`config.mk`:
```
export PLATFORM = sky130hd
export DESIGN_NAME = distinct_prime_split_core
export DESIGN_NICKNAME = d
export VERILOG_FILES = /design/src/dps_pkg.sv /design/src/distinct_prime_split_core.sv /design/src/dps_ctrl.sv /design/src/dps_datapath.sv
export SDC_FILE = /design/constraint.sdc
export NUM_CORES = 1
export LEC_CHECK = 0
export BUFFER_PORTS_ARGS = -buffer_cell sky130_fd_sc_hd__clkbuf_2
export CORE_MARGIN = 2
export CORE_UTILIZATION = 45
export DETAILED_ROUTE_END_ITERATION = 16
export PLACE_DENSITY = 0.57
export SYNTH_ARGS = -nofsm -noshare
export SYNTH_HDL_FRONTEND = slang
export SYNTH_HIERARCHICAL = 1
export SYNTH_SLANG_ARGS = --single-unit
```
`constraint.sdc`:
```
create_clock -name clk -period 16 [get_ports clk]
set_input_delay 1.6 -clock clk [delete_from_list [all_inputs] [get_ports clk]]
set_output_delay 1.6 -clock clk [all_outputs]
set_load 0.02 [all_outputs]
```
`src/dps_pkg.sv`:
```
// Shared types and constants for the distinct prime split block.
// Used by dps_ctrl, dps_datapath and distinct_prime_split_core.
`default_nettype none

package dps_pkg;

    // Width of the value to factor and of both divisor results
    localparam int VALUE_BITS = 24;
    // Square of the trial divisor runs a little past the reduced value
    localparam int SQ_BITS    = VALUE_BITS + 2;
    // Product of the running prime product and one factor
    localparam int PROD_BITS  = 2 * VALUE_BITS;
    // Divider step counter, one step per quotient bit
    localparam int STEP_BITS  = $clog2(VALUE_BITS);

    typedef logic [VALUE_BITS-1:0] value_t;

    // Datapath operations issued by the controller
    typedef enum logic [2:0] {
        OP_NONE,
        OP_LOAD,
        OP_DIV_START,
        OP_DIV_STEP,
        OP_REDUCE,
        OP_ADVANCE,
        OP_FINAL,
        OP_EMIT
    } dp_op_t;

    typedef struct packed {
        dp_op_t op;
    } dp_cmd_t;

    typedef struct packed {
        logic loop_go;   // trial divisor squared still within reduced value
        logic div_last;  // divider is on its last quotient bit
        logic rem_zero;  // finished division left no remainder
        logic out_free;  // output register can take a new item
    } dp_status_t;

endpackage

`default_nettype wire

```
`src/distinct_prime_split_core.sv`:
```
// Top level of the distinct prime split block: splits a value with at least two
// distinct primes into its smallest prime and the product of its other primes.
// Depends on dps_pkg, dps_ctrl and dps_datapath.
//
//  channel   handshake              payload
//  req       req_valid/req_ready    value
//  rsp       rsp_valid/rsp_ready    found, first_divisor, second_divisor
//
// One item at a time. Each trial divisor (2, then odd numbers up to the square
// root of the reduced value) takes a full division, and each found prime is
// divided out again until a remainder is left; the one-bit-per-cycle restoring
// divider does this work. A worst-case 24-bit value is a large prime, which
// runs through 2048 trial divisors.
// Reset clears the controller and the output valid; nothing else needs a pass.
// A new item is taken while a result waits in the output register.
`default_nettype none

module distinct_prime_split_core (
    input  wire logic                           clk,
    input  wire logic                           rst_n,
    input  wire logic                           req_valid,
    output logic                                req_ready,
    input  wire logic [dps_pkg::VALUE_BITS-1:0] value,
    output logic                                rsp_valid,
    input  wire logic                           rsp_ready,
    output logic                                found,
    output logic [dps_pkg::VALUE_BITS-1:0]      first_divisor,
    output logic [dps_pkg::VALUE_BITS-1:0]      second_divisor
);
    import dps_pkg::*;

    dp_cmd_t    cmd;
    dp_status_t status;

    dps_ctrl u_ctrl (
        .clk       (clk),
        .rst_n     (rst_n),
        .req_valid (req_valid),
        .req_ready (req_ready),
        .status    (status),
        .cmd       (cmd)
    );

    dps_datapath u_datapath (
        .clk            (clk),
        .rst_n          (rst_n),
        .cmd            (cmd),
        .status         (status),
        .value          (value),
        .rsp_valid      (rsp_valid),
        .rsp_ready      (rsp_ready),
        .found          (found),
        .first_divisor  (first_divisor),
        .second_divisor (second_divisor)
    );

endmodule

`default_nettype wire

```
`src/dps_ctrl.sv`:
```
// Controller state machine of the distinct prime split block.
// Depends on dps_pkg; drives dps_datapath through dp_cmd_t and reads dp_status_t.
`default_nettype none

module dps_ctrl (
    input  wire logic               clk,
    input  wire logic               rst_n,
    input  wire logic               req_valid,
    output logic                    req_ready,
    input  wire dps_pkg::dp_status_t status,
    output dps_pkg::dp_cmd_t        cmd
);
    import dps_pkg::*;

    typedef enum logic [2:0] {
        ST_IDLE,
        ST_CHECK,
        ST_DIV,
        ST_TEST,
        ST_OUT
    } state_t;

    state_t state_reg;
    state_t state_next;

    // Decode the current state into a datapath operation and next state
    always_comb
    begin
        state_next = state_reg;
        cmd.op     = OP_NONE;
        req_ready  = 1'b0;
        unique case (state_reg)
            ST_IDLE:
            begin
                req_ready = 1'b1;
                if (req_valid)
                begin
                    cmd.op     = OP_LOAD;
                    state_next = ST_CHECK;
                end
            end
            ST_CHECK:
            begin
                // Try the current divisor while its square fits, else wrap up
                if (status.loop_go)
                begin
                    cmd.op     = OP_DIV_START;
                    state_next = ST_DIV;
                end
                else
                begin
                    cmd.op     = OP_FINAL;
                    state_next = ST_OUT;
                end
            end
            ST_DIV:
            begin
                cmd.op = OP_DIV_STEP;
                if (status.div_last)
                begin
                    state_next = ST_TEST;
                end
            end
            ST_TEST:
            begin
                // Divide out the factor again on a hit, else move on
                if (status.rem_zero)
                begin
                    cmd.op     = OP_REDUCE;
                    state_next = ST_DIV;
                end
                else
                begin
                    cmd.op     = OP_ADVANCE;
                    state_next = ST_CHECK;
                end
            end
            ST_OUT:
            begin
                if (status.out_free)
                begin
                    cmd.op     = OP_EMIT;
                    state_next = ST_IDLE;
                end
            end
            default:
            begin
                state_next = ST_IDLE;
            end
        endcase
    end

    // Hold state
    always_ff @(posedge clk or negedge rst_n)
    begin
        if (!rst_n)
        begin
            state_reg <= ST_IDLE;
        end
        else
        begin
            state_reg <= state_next;
        end
    end

endmodule

`default_nettype wire

```
`src/dps_datapath.sv`:
```
// Datapath of the distinct prime split block: trial divisor, serial divider,
// prime bookkeeping and output register. Depends on dps_pkg.
`default_nettype none

module dps_datapath (
    input  wire logic               clk,
    input  wire logic               rst_n,
    input  wire dps_pkg::dp_cmd_t   cmd,
    output dps_pkg::dp_status_t     status,
    input  wire logic [dps_pkg::VALUE_BITS-1:0] value,
    output logic                    rsp_valid,
    input  wire logic               rsp_ready,
    output logic                    found,
    output logic [dps_pkg::VALUE_BITS-1:0] first_divisor,
    output logic [dps_pkg::VALUE_BITS-1:0] second_divisor
);
    import dps_pkg::*;

    value_t                 v_reg;      // value with found primes divided out
    value_t                 d_reg;      // trial divisor
    logic [SQ_BITS-1:0]     sq_reg;     // d_reg squared
    value_t                 rem_reg;
    value_t                 quo_reg;
    logic [STEP_BITS-1:0]   step_reg;
    logic                   hit_reg;    // d_reg already recorded as a prime
    logic [1:0]             count_reg;  // distinct primes seen, saturates at two
    value_t                 first_reg;
    value_t                 rest_reg;
    logic                   out_valid_reg;
    logic                   found_reg;
    value_t                 first_out_reg;
    value_t                 second_out_reg;

    logic [VALUE_BITS:0]    rem_sh;
    logic [VALUE_BITS+1:0]  diff;
    logic                   fits;
    value_t                 rem_new;
    value_t                 quo_new;
    value_t                 mul_b;
    logic [PROD_BITS-1:0]   prod;
    logic [1:0]             count_inc;

    // One restoring division step per cycle
    always_comb
    begin
        rem_sh  = {rem_reg, quo_reg[VALUE_BITS-1]};
        diff    = {1'b0, rem_sh} - {2'b00, d_reg};
        fits    = !diff[VALUE_BITS+1];
        rem_new = fits ? diff[VALUE_BITS-1:0] : rem_sh[VALUE_BITS-1:0];
        quo_new = {quo_reg[VALUE_BITS-2:0], fits};
    end

    // Extend the product of the other primes by the new one
    assign mul_b     = (cmd.op == OP_FINAL) ? v_reg : d_reg;
    assign prod      = PROD_BITS'(rest_reg) * PROD_BITS'(mul_b);
    assign count_inc = (count_reg == 2'd2) ? 2'd2 : count_reg + 2'd1;

    assign status.loop_go  = (sq_reg <= SQ_BITS'(v_reg));
    assign status.div_last = (step_reg == STEP_BITS'(VALUE_BITS - 1));
    assign status.rem_zero = (rem_reg == '0);
    assign status.out_free = !out_valid_reg || rsp_ready;

    // Advance the factoring work
    always_ff @(posedge clk)
    begin
        unique case (cmd.op)
            OP_LOAD:
            begin
                v_reg     <= value;
                d_reg     <= VALUE_BITS'(2);
                sq_reg    <= SQ_BITS'(4);
                hit_reg   <= 1'b0;
                first_reg <= '0;
                rest_reg  <= VALUE_BITS'(1);
            end
            OP_DIV_START:
            begin
                rem_reg  <= '0;
                quo_reg  <= v_reg;
                step_reg <= '0;
            end
            OP_DIV_STEP:
            begin
                rem_reg  <= rem_new;
                quo_reg  <= quo_new;
                step_reg <= step_reg + STEP_BITS'(1);
            end
            OP_REDUCE:
            begin
                // Drop the factor and divide the quotient by it again
                v_reg    <= quo_reg;
                rem_reg  <= '0;
                step_reg <= '0;
                hit_reg  <= 1'b1;
                if (!hit_reg)
                begin
                    if (count_reg == 2'd0)
                    begin
                        first_reg <= d_reg;
                    end
                    else
                    begin
                        rest_reg <= prod[VALUE_BITS-1:0];
                    end
                end
            end
            OP_ADVANCE:
            begin
                hit_reg <= 1'b0;
                if (d_reg == VALUE_BITS'(2))
                begin
                    d_reg  <= VALUE_BITS'(3);
                    sq_reg <= SQ_BITS'(9);
                end
                else
                begin
                    // (d + 2)^2 = d^2 + 4d + 4
                    d_reg  <= d_reg + VALUE_BITS'(2);
                    sq_reg <= sq_reg + {d_reg, 2'b00} + SQ_BITS'(4);
                end
            end
            OP_FINAL:
            begin
                // What remains above one is a prime larger than every trial
                if (v_reg > VALUE_BITS'(1))
                begin
                    if (count_reg == 2'd0)
                    begin
                        first_reg <= v_reg;
                    end
                    else
                    begin
                        rest_reg <= prod[VALUE_BITS-1:0];
                    end
                end
            end
            OP_EMIT:
            begin
                found_reg      <= (count_reg == 2'd2);
                first_out_reg  <= (count_reg == 2'd2) ? first_reg : '0;
                second_out_reg <= (count_reg == 2'd2) ? rest_reg : '0;
            end
            default:
            begin
            end
        endcase
    end

    // Count distinct primes and hold output valid
    always_ff @(posedge clk or negedge rst_n)
    begin
        if (!rst_n)
        begin
            count_reg     <= 2'd0;
            out_valid_reg <= 1'b0;
        end
        else
        begin
            if (cmd.op == OP_LOAD)
            begin
                count_reg <= 2'd0;
            end
            else if ((cmd.op == OP_REDUCE && !hit_reg) ||
                     (cmd.op == OP_FINAL && v_reg > VALUE_BITS'(1)))
            begin
                count_reg <= count_inc;
            end

            if (cmd.op == OP_EMIT)
            begin
                out_valid_reg <= 1'b1;
            end
            else if (rsp_ready)
            begin
                out_valid_reg <= 1'b0;
            end
        end
    end

    assign rsp_valid      = out_valid_reg;
    assign found          = found_reg;
    assign first_divisor  = first_out_reg;
    assign second_divisor = second_out_reg;

endmodule

`default_nettype wire
```
# Word-level counts from Yosys, hierarchy flattened
# Index checks and enable logic that the tools add are counted.
[classes]
add_sub_neg = 6
n_mul = 1
order_cmp = 2
eq_ne = 21
n_mux = 37
n_reduce_logical = 23
[op_table]
columns = ["operator", "n"]
rows = [
  ["two-way mux 24 bit", 10],
  ["one-hot mux 24 bit (2 select lines)", 4],
  ["one-hot mux 24 bit (3 select lines)", 2],
  ["one-hot mux 26 bit (2 select lines)", 1],
  ["one-hot mux 3 bit (5 select lines)", 2],
  ["adder 26 bit", 1],
  ["adder 26 x 3 -> 26 bit (second input constant)", 1],
  ["less-or-equal comparator 26 x 24 -> 1 bit", 1],
  ["two-way mux 26 bit", 1],
  ["subtractor 25 x 24 -> 26 bit", 1],
  ["adder 24 x 2 -> 24 bit (second input constant)", 1],
  ["equality test 24 x 2 -> 1 bit (second input constant)", 1],
  ["> comparator 24 x 1 -> 1 bit (second input constant)", 1],
  ["zero test 24 bit", 1],
  ["multiplier 24 x 24 -> 24 bit", 1],
  ["two-way mux 3 bit", 6],
  ["equality test 3 bit (second input constant)", 5],
  ["nonzero test 2 bit", 7],
  ["equality test 3 x 2 -> 1 bit (second input constant)", 4],
  ["inequality test 2 bit (second input constant)", 6],
  ["one-hot mux 5 bit (2 select lines)", 1],
  ["two-way mux 2 bit", 4],
  ["equality test 3 x 1 -> 1 bit (second input constant)", 2],
  ["AND reduction 3 bit", 2],
  ["15 further kinds", 24],
]
[totals]
register_bits = 231
in_bits = 28
out_inout_bits = 51
elab_cells = 105

# Longest topological paths before layout
# Gate-level depths: netlist of run 1.
[depth]
word_depth = 10
mapped_depth = 45
mapped_depth_nobuf = 40

# Hierarchy
# The synthesis of run 1 kept the hierarchy.
[by_module_without_submodules]
columns = ["mod", "n_inst", "cells_each", "area_each_um2", "seq_area_each_um2"]
rows = [
  ["dps_datapath", 1, 2245, 22407.7, 6801.5],
  ["dps_ctrl", 1, 27, 232.7, 75.1],
]

# Worst setup path after synthesis of run 1
# No wires, ideal clock.
[synth_timing]
kind = "register to register"
start = "register u_datapath.v_reg[11]"
end = "register u_datapath.rest_reg[23] (data pin)"
setup_ns = 0.139
arrival_ns = 9.590
required_ns = 15.861
path_slack_ns = 6.270
path_stages_with_launch = 44
path_buffers = 6
synth_period_minus_slack_ns = 9.730
cell_sequence = "edfxtp_1 > inv_1 > ha_1 > a21o_1 > a21o_1 > a21oi_1 > o211ai_1 > a221o_1 > a21oi_1 > o21ai_0 > o22ai_1 > nor2b_1 > o21ai_0 > and3b_1 > buf_6 > buf_6 > buf_6 > buf_2 > [8 not listed] > fa_1 > fa_1 > inv_1 > fa_1 > fa_1 > inv_1 > fa_1 > inv_1 > ha_1 > a21o_1 > a21oi_1 > o21bai_1 > a211o_1 > a41o_1 > a2111oi_0 > nor4_1 > o31a_1 > nor2_1"
[synth_rtl]
columns = ["element", "line", "text"]
rows = [
  ["start, declared", "dps_datapath.sv:19", "value_t v_reg;"],
  ["start signal, assigned", "dps_datapath.sv:69", "v_reg <= value;"],
  ["start signal, assigned", "dps_datapath.sv:91", "v_reg <= quo_reg;"],
  ["end signal, assigned", "dps_datapath.sv:103", "rest_reg <= prod[VALUE_BITS-1:0];"],
  ["end signal, assigned", "dps_datapath.sv:133", "rest_reg <= prod[VALUE_BITS-1:0];"],
  ["end, declared", "dps_datapath.sv:28", "value_t rest_reg;"],
]

==> results by stage, run 1 <==
Status:
- The flow ran to the end, and the final reports show no timing, DRC or antenna violations.

Synth:
- After synthesis the netlist holds a flip-flop and latch count of 230.
- The most common cell in the netlist is inv_1.
- The predominant post-synthesis flop cell is edfxtp_1.
- Sequential elements use 30.4% of the synthesized area.
- Yosys mapped a number of flops with a built-in enable equal to ~220.
- The number of distinct library cell variants in the gate-level netlist after synthesis is 64.
- Summed over all instances, the cell type with the most area after synthesis is edfxtp_1.
- By count the netlist is led by inv_1 (358), edfxtp_1 (224), fa_1 (215), nand2_1 (202), ha_1 (179).
- The net count of the mapped netlist is approximately 2700.
- After synthesis, the mean cell area works out to roughly 10 µm².
- The total standard cell area after synthesis is about 23000 µm².
- After synthesis, the largest area contributor takes up between 20% and 30% of total cell area.
- The Yosys step of the flow raised 6 warnings.
- The fraction of registers with async set or reset after synthesis is between 2 and 3%.
- Ranked by total cell area, the synthesized netlist is headed by edfxtp_1 (30%), fa_1 (19%), ha_1 (9.9%), inv_1 (5.9%), and2_1 (4.0%).
- The cell count after synthesis came out at 2272.

Route:
- For this run, design rule violations remaining after detail routing come to 0.
- The routed layout has approximately 16000 vias.
- The total wirelength of the detailed-routed design is about 64 mm.
- In the final routed layout, each cell accounts on average for between 20 and 25 µm.
- The number of violations reported at the end of detailed-routing iteration 0 is about 1100.
- The total iterations of the first detailed-routing run is 5.
- The detail route stage leaves a number of antenna-violating nets equal to 0.
- In the routed layout, each cell is associated on average with a via count of between 5 and 6.

CTS:
- The post-cts hold buffer count is 0.
- Once the clock tree was built, the setup fixing pass inserted 0 buffers.
- After clock tree synthesis, the clock-pin slew on the worst setup and hold paths is 0.06 ns.
- The clock tree buffer depth is 3.
- The H-tree depth reported by CTS is 1.
- The total clock buffers created by CTS is 29.
- The TritonCTS clock tree is yes.
- The post-cts sizing count is 0.
- The later-pin clock latency in the skew report is approximately 0.6 ns.
- The clock net in this run drives a total of 230 sinks.
- The tree is rooted in a clkbuf_16.

Run:
- Across the run, the number of max-cap violations was 0.

Floorplanning:
- The floorplan step set the die width to around 230 µm.
- The count of pins on the block boundary is a little under 80.
- The count of standard-cell rows is 82.
- The effective utilization at floorplan is a little under half.
- From bottom edge to top edge, the die measures ~230 µm.
- The die covers roughly 52000 µm².
- In this run the standard cell core region covers about 50000 µm².

Global routing:
- The total global routing overflow is 0.
- The total routing usage reported by global routing is around 25%.
- The wire length of the first global-routing pass is 99.4 mm.
- Entering global routing, the biggest net connects between 50 and 60 pins.
- The number of global-route vias before repair came to around 17000.
- The initial antenna violation count was 2.

Timing:
- The count of endpoints failing hold in the final timing report is 0.
- The clock arrives with ~0.019 ns of skew.
- The final setup violation count is 0.
- The fraction of the cycle the final worst path needs is 66.8%.
- The max-slew violation count was 0.
- Setup total negative slack on the finished layout was measured at 0 ns.
- Setup repair after global routing left no endpoint under its margin.
- At the pin with the least slew margin, the transition time is 1.18 ns.
- The headroom to the max-slew limit is about a fifth.
- The achievable clock frequency is just over 0.09 GHz.
- After layout, the worst setup slack is around 5.3 ns.
- The clock period minus worst slack is around 11 ns.

Critical path:
- In this run the critical register-to-register path is captured at u_datapath/rest_reg[23]$_SDFFCE_PN0P_.
- The number of cells on the worst reg-to-reg path is 37.
- By instance count, the cell type seen most on the critical path is fa_1.
- The critical path data arrival time is roughly 11 ns.
- STA classifies the critical path endpoint as a register.
- The sort of element at the start of the critical path is a register.
- The category of the critical setup timing path is register to register.
- The maximum fanout count along the critical path is 40.
- The largest incremental delay on the critical path is 0.87 ns.
- The required time at the endpoint of the critical path is between 15 and 20 ns.
- The most critical setup path has its startpoint at u_datapath/v_reg[11]$_DFFE_PP_.
- The reg-to-reg critical path startpoint is u_datapath/v_reg[11]$_DFFE_PP_.
- On the critical path, the stage with the largest delay is an instance of mux2i_2.
- The setup check on the worst reg-to-reg path leaves a slack of around 5.3 ns.

Place:
- The setup slack after placement is about 5.3 ns.
- The weighted congestion reported at the end of routability-driven placement is ~0.92.
- The total of buffers placed on input and output ports is slightly below 80.
- The half-perimeter wire length after detailed placement is 47.7 mm.

Hold path:
- Along the worst hold path, the cell count comes to 1.
- The path with the worst hold slack has its endpoint at u_datapath/first_divisor[12]$_SDFFCE_PN0P_.
- The worst hold path begins at u_datapath/first_reg[12]$_DFFE_PP_.
- The type of the worst min-delay path is register to register.

Final layout:
- The number of flip-flops under the largest register name is 25.
- The area growth from synthesis to layout is 9.52%.
- The layout has ~4600 filler cells.
- The total number of nets in the final design is ~2700.
- The proportion of layout cells with a drive suffix above 1 is under 10%.
-- worst max-delay path by stage --
stage / end / slack [ns] / depth (start not counted)
floorplan: u_datapath/rest_reg[23]$_SDFFCE_PN0P_ / 6.27 / 43
global placement: u_datapath/rest_reg[23]$_SDFFCE_PN0P_ / 5.45 / 29
detailed placement: u_datapath/rest_reg[23]$_SDFFCE_PN0P_ / 5.26 / 29
CTS: u_datapath/rest_reg[23]$_SDFFCE_PN0P_ / 5.40 / 38
global route: u_datapath/rest_reg[23]$_SDFFCE_PN0P_ / 4.72 / 38
finish: u_datapath/rest_reg[23]$_SDFFCE_PN0P_ / 5.31 / 37
-- layer usage --
layer	vias to the layer above	share of wire, %	GRT usage [%]
met1	8047	43	33.6
met5	-	0	0
met2	589	45	39.7
li1	7547	-	-
met4	0	3.4	8.17
met3	120	8.1	5.80
-- logic make-up after synthesis --
group                      synth area share [%]
and+or+nand+nor                            16.2
buffers and inverters                      7.70
adders and majority gates                  28.9
AOI/OAI and AO/OA                          7.10
DFF                                        30.4
xor gates and xnor gates                   4.68
muxes                                      5.03
-- area by class of cell --
type | instances | area (µm²) | area share (%)
inverter | 358 | 1340 | 5.42
clock inverter | 19 | 241 | 0.974
clock buffer | 33 | 741 | 2.99
sequential | 230 | 6880 | 27.7
timing repair buffer | 114 | 661 | 2.66
tap | 672 | 841 | 3.39
multi-input combinational | 1591 | 14100 | 56.8
antenna | 2 | 5.00 | 0.0202
-- placed cells by master, fill, tap and decap left out, types with 24 or more instances in the layout --
master / count
a21o_1: 34
a21oi_1: 78
and2_1: 144
buf_4: 36
clkbuf_16: 29
clkbuf_2: 78
edfxtp_1: 224
fa_1: 215
ha_1: 178
inv_1: 358
mux2_2: 48
mux2i_1: 55
nand2_1: 202
nand3_1: 34
nor2_1: 146
nor2b_1: 89
o21ai_0: 39
xnor2_1: 77
xor2_1: 24
-- per-stage QoR --
stage          utilization (%)  hold slack, ns  instance area [µm²]  cells
4_1_cts                   49.7           0.525                24800   3017
3_3_place_gp              47.7           0.510                23800   2965
3_5_place_dp              47.7           0.510                23800   2965
5_1_grt                   49.7           0.544                24800   3017
2_1_floorplan                -           0.497                22600   2272
6_report                  49.7           0.523                24800   3019
-- critical path: cells and delay by family, from the launching register on --
family	cells	cell delay, ns
adders and majority gates	9	4.07
muxes	1	0.87
and+or+nand+nor	5	1.15
buffers and inverters	6	0.45
DFF	1	0.49
AOI/OAI and AO/OA	16	3.46
Power of run 1 is left out: the tool's default activity adds up to more than one toggle a clock period on the data nets, which glitch-free logic cannot reach.
==> inputs of run 2 (changes only) <==
- clock period: 16 -> 10.86 ns (I/O delays scaled with it)
==> run 2 against run 1 <==
Non-clock buffer count grew 3. Clock-buffer cell count rose by 7. Die area unchanged. Cell count is essentially flat. Largest cell class unchanged. Critical path type unchanged. Wire length grew 0.16%. Register-to-register slack got worse by 4.5 ns. Worst setup slack got worse by 4.5 ns. Sequential share of layout area about the same. Design area fell by 0.13%. Hold slack got worse by 0.17 ns. Clock skew grew 0.0020 ns. Critical path depth rose by 4.
==> results by stage, run 2 (synthesis results as in run 1) <==
Status:
- The run finished with clean final reports.

Global routing:
- The largest net degree at the start of global routing is 52 (unchanged).
- The total routing usage reported by global routing was 25.0% (+0.10 points).
- The initial antenna violation count is 0 (-2).
- The total global routing overflow was 0 (unchanged).
- The number of global-route vias before repair was 16600 (-2.2%).
- The wire length of the first global-routing pass is 99.6 mm (+0.22%).

CTS:
- The total clock buffers created by CTS is 28 (-3.4%).
- The H-tree depth reported by CTS is 1 (unchanged).
- The post-CTS setup-driven buffer insertion count came to 0 (unchanged).
- The post-cts sizing count is 0 (unchanged).
- The post-cts hold buffer count came to 0 (unchanged).
- The TritonCTS clock tree is yes.
- The clock tree buffer depth is 3 (unchanged).
- The later-pin clock latency in the skew report is 0.60 ns (about the same).
- The clock-pin transition on the worst setup and hold timing paths is 0.06 ns (about the same).
- The number of clock sinks is 230 (unchanged).
- CTS placed an instance of clkbuf_16 at the clock tree root.

Floorplanning:
- The effective utilization at floorplan is 45.4% (unchanged).
- The count of standard-cell rows is 82 (unchanged).
- The floorplan core area is 49900 µm² (unchanged).
- The count of pins on the block boundary is 79 (unchanged).
- The die height is 228 µm (unchanged).
- The die span in x is 228 µm (unchanged).
- The die footprint was 52100 µm² (unchanged).

Critical path:
- The worst reg-to-reg path cell count is 41 (+11%).
- The maximum fanout count along the critical path is 24 (-40%).
- The worst setup path is of the register to register kind.
- The required time at the endpoint of the critical path is 11.31 ns (-5.14 ns).
- STA classifies the critical path endpoint as a register.
- The cell with the largest stage delay on the worst path is fa_1.
- The largest incremental delay on the critical path is 0.55 ns (-0.32 ns).
- The critical path data arrival time is 10.47 ns (-0.67 ns).
- STA classifies the critical path startpoint as a register.

Route:
- The total iterations of the first detailed-routing run is 7 (+2).
- The number of vias per cell after detailed routing is 5.41 (+0.21%).
- The DRC violation count after routing is 0 (unchanged).
- The post-route antenna net violation count came to 0 (unchanged).
- The number of violations reported at the end of detailed-routing iteration 0 was 1107 (-3.7%).
- The total wirelength of the detailed-routed design is 64.4 mm (+0.16%).
- The per-cell routed wire length was 21.3 µm (+0.13%).
- The number of vias after detailed routing came to 16300 (+0.25%).

Place:
- The weighted congestion reported at the end of routability-driven placement was 0.961 (+4.9%).
- The total of buffers placed on input and output ports came to 78 (unchanged).
- The half-perimeter wire length after detailed placement is 47.8 mm (+0.28%).

Timing:
- The max-slew violation count is 0 (unchanged).
- The clock skew is 0.0211 ns (+0.00202 ns).
- The setup TNS was 0 ns (unchanged).
- The headroom to the max-slew limit is 23.4% (+3.4 points).
- Setup repair after global routing left no endpoint under its margin.
- The hold slack is 0.348 ns (-0.175 ns).
- The clock period minus worst slack is 10.03 ns (-0.663 ns).
- The final setup violation count was 0 (unchanged).
- The fraction of the cycle the final worst path needs is 92.3% (+26 points).
- The actual transition at the worst max-transition pin is 1.14 ns (-0.0347 ns).
- The achievable clock frequency is 0.0997 GHz (+6.6%).
- The count of endpoints failing hold in the final timing report is 0 (unchanged).

Final layout:
- In the layout the commonest cells are inv_1 (358), edfxtp_1 (224), fa_1 (215), nand2_1 (202), ha_1 (178).
- The multi-input logic area is 14100 µm² (about the same).
- The area of all sequential standard cells was 6880 µm² (unchanged).
- The total number of nets in the final design is 2748 (+0.073%).
- The most common library cell in the layout ignoring fill and taps is inv_1.
- The proportion of layout cells with a drive suffix above 1 is 9.97% (+0.12 points).
- The number of flip-flops under the largest register name is 25 (unchanged).
- The filler cell count in the final layout is 4643 (+0.28%).
- From synthesis to final layout, the design area changed by 9.38%.

Run:
- The max-capacitance violation count is 0 (unchanged).

Hold path:
- The min-delay analysis places its worst path in the category input port to asynchronous set/reset pin.
## run 2: cell types whose count changed in the layout (fill, tap and decap cells not counted), sizes merged
cell,change
clkbuf,+7
bufinv,-3
buf,+3
inv,-2
clkinv,-3
diode,-1
## run 2: worst paths after layout
check	start	end	slack, ns
worst max-delay path	u_datapath/v_reg[11]$_DFFE_PP_	u_datapath/rest_reg[23]$_SDFFCE_PN0P_	0.83
worst max register to register	u_datapath/v_reg[11]$_DFFE_PP_	u_datapath/rest_reg[23]$_SDFFCE_PN0P_	0.83
worst min-delay path	rst_n	u_datapath/rsp_valid$_DFFE_PN0P_	0.35
min in group clk	u_datapath/first_reg[16]$_DFFE_PP_	u_datapath/first_divisor[16]$_SDFFCE_PN0P_	0.53
worst min register to register	u_datapath/first_reg[16]$_DFFE_PP_	u_datapath/first_divisor[16]$_SDFFCE_PN0P_	0.53
max in group asynchronous	rst_n	u_datapath/count_reg[1]$_DFFE_PN0P_	10.29
## run 2: worst max-delay path, delay by kind of cell, from the launching register on
family / cells / cell delay (ns)
adder cells (fa/ha/maj): 9 / 3.82
AO/OA/AOI/OAI: 17 / 3.50
buffers and inverters: 10 / 1.28
AND/OR/NAND/NOR: 5 / 0.88
flip-flops: 1 / 0.36
## run 2: through the flow
stage / setup slack (ns) / cell area (µm²) / utilization [%] / std cells
2_1_floorplan: 1.13 / 22600 / - / 2272
3_3_place_gp: 1.07 / 23800 / 47.8 / 2968
3_5_place_dp: 0.905 / 23800 / 47.8 / 2968
4_1_cts: 0.879 / 24800 / 49.7 / 3019
5_1_grt: 0.163 / 24800 / 49.7 / 3019
6_report: 0.832 / 24800 / 49.7 / 3020
## run 2: metal layers
layer,vias to the layer above,global-route usage [%],wire (µm)
met5,-,0,0
met2,525,39.7,29200
met3,92,4.49,4780
li1,7550,-,-
met1,8176,35.4,28900
met4,0,6.72,1590
## run 2: area by class of cell
cell class | instances | share of cell area, %
Multi-Input combinational cell | 1591 | 56.9
Timing Repair Buffer | 117 | 2.76
Inverter | 358 | 5.43
Antenna cell | 1 | 0.0101
Tap cell | 672 | 3.40
Sequential cell | 230 | 27.8
Clock buffer | 40 | 3.17
Clock inverter | 11 | 0.591
Power of run 2 is left out for the same reason.
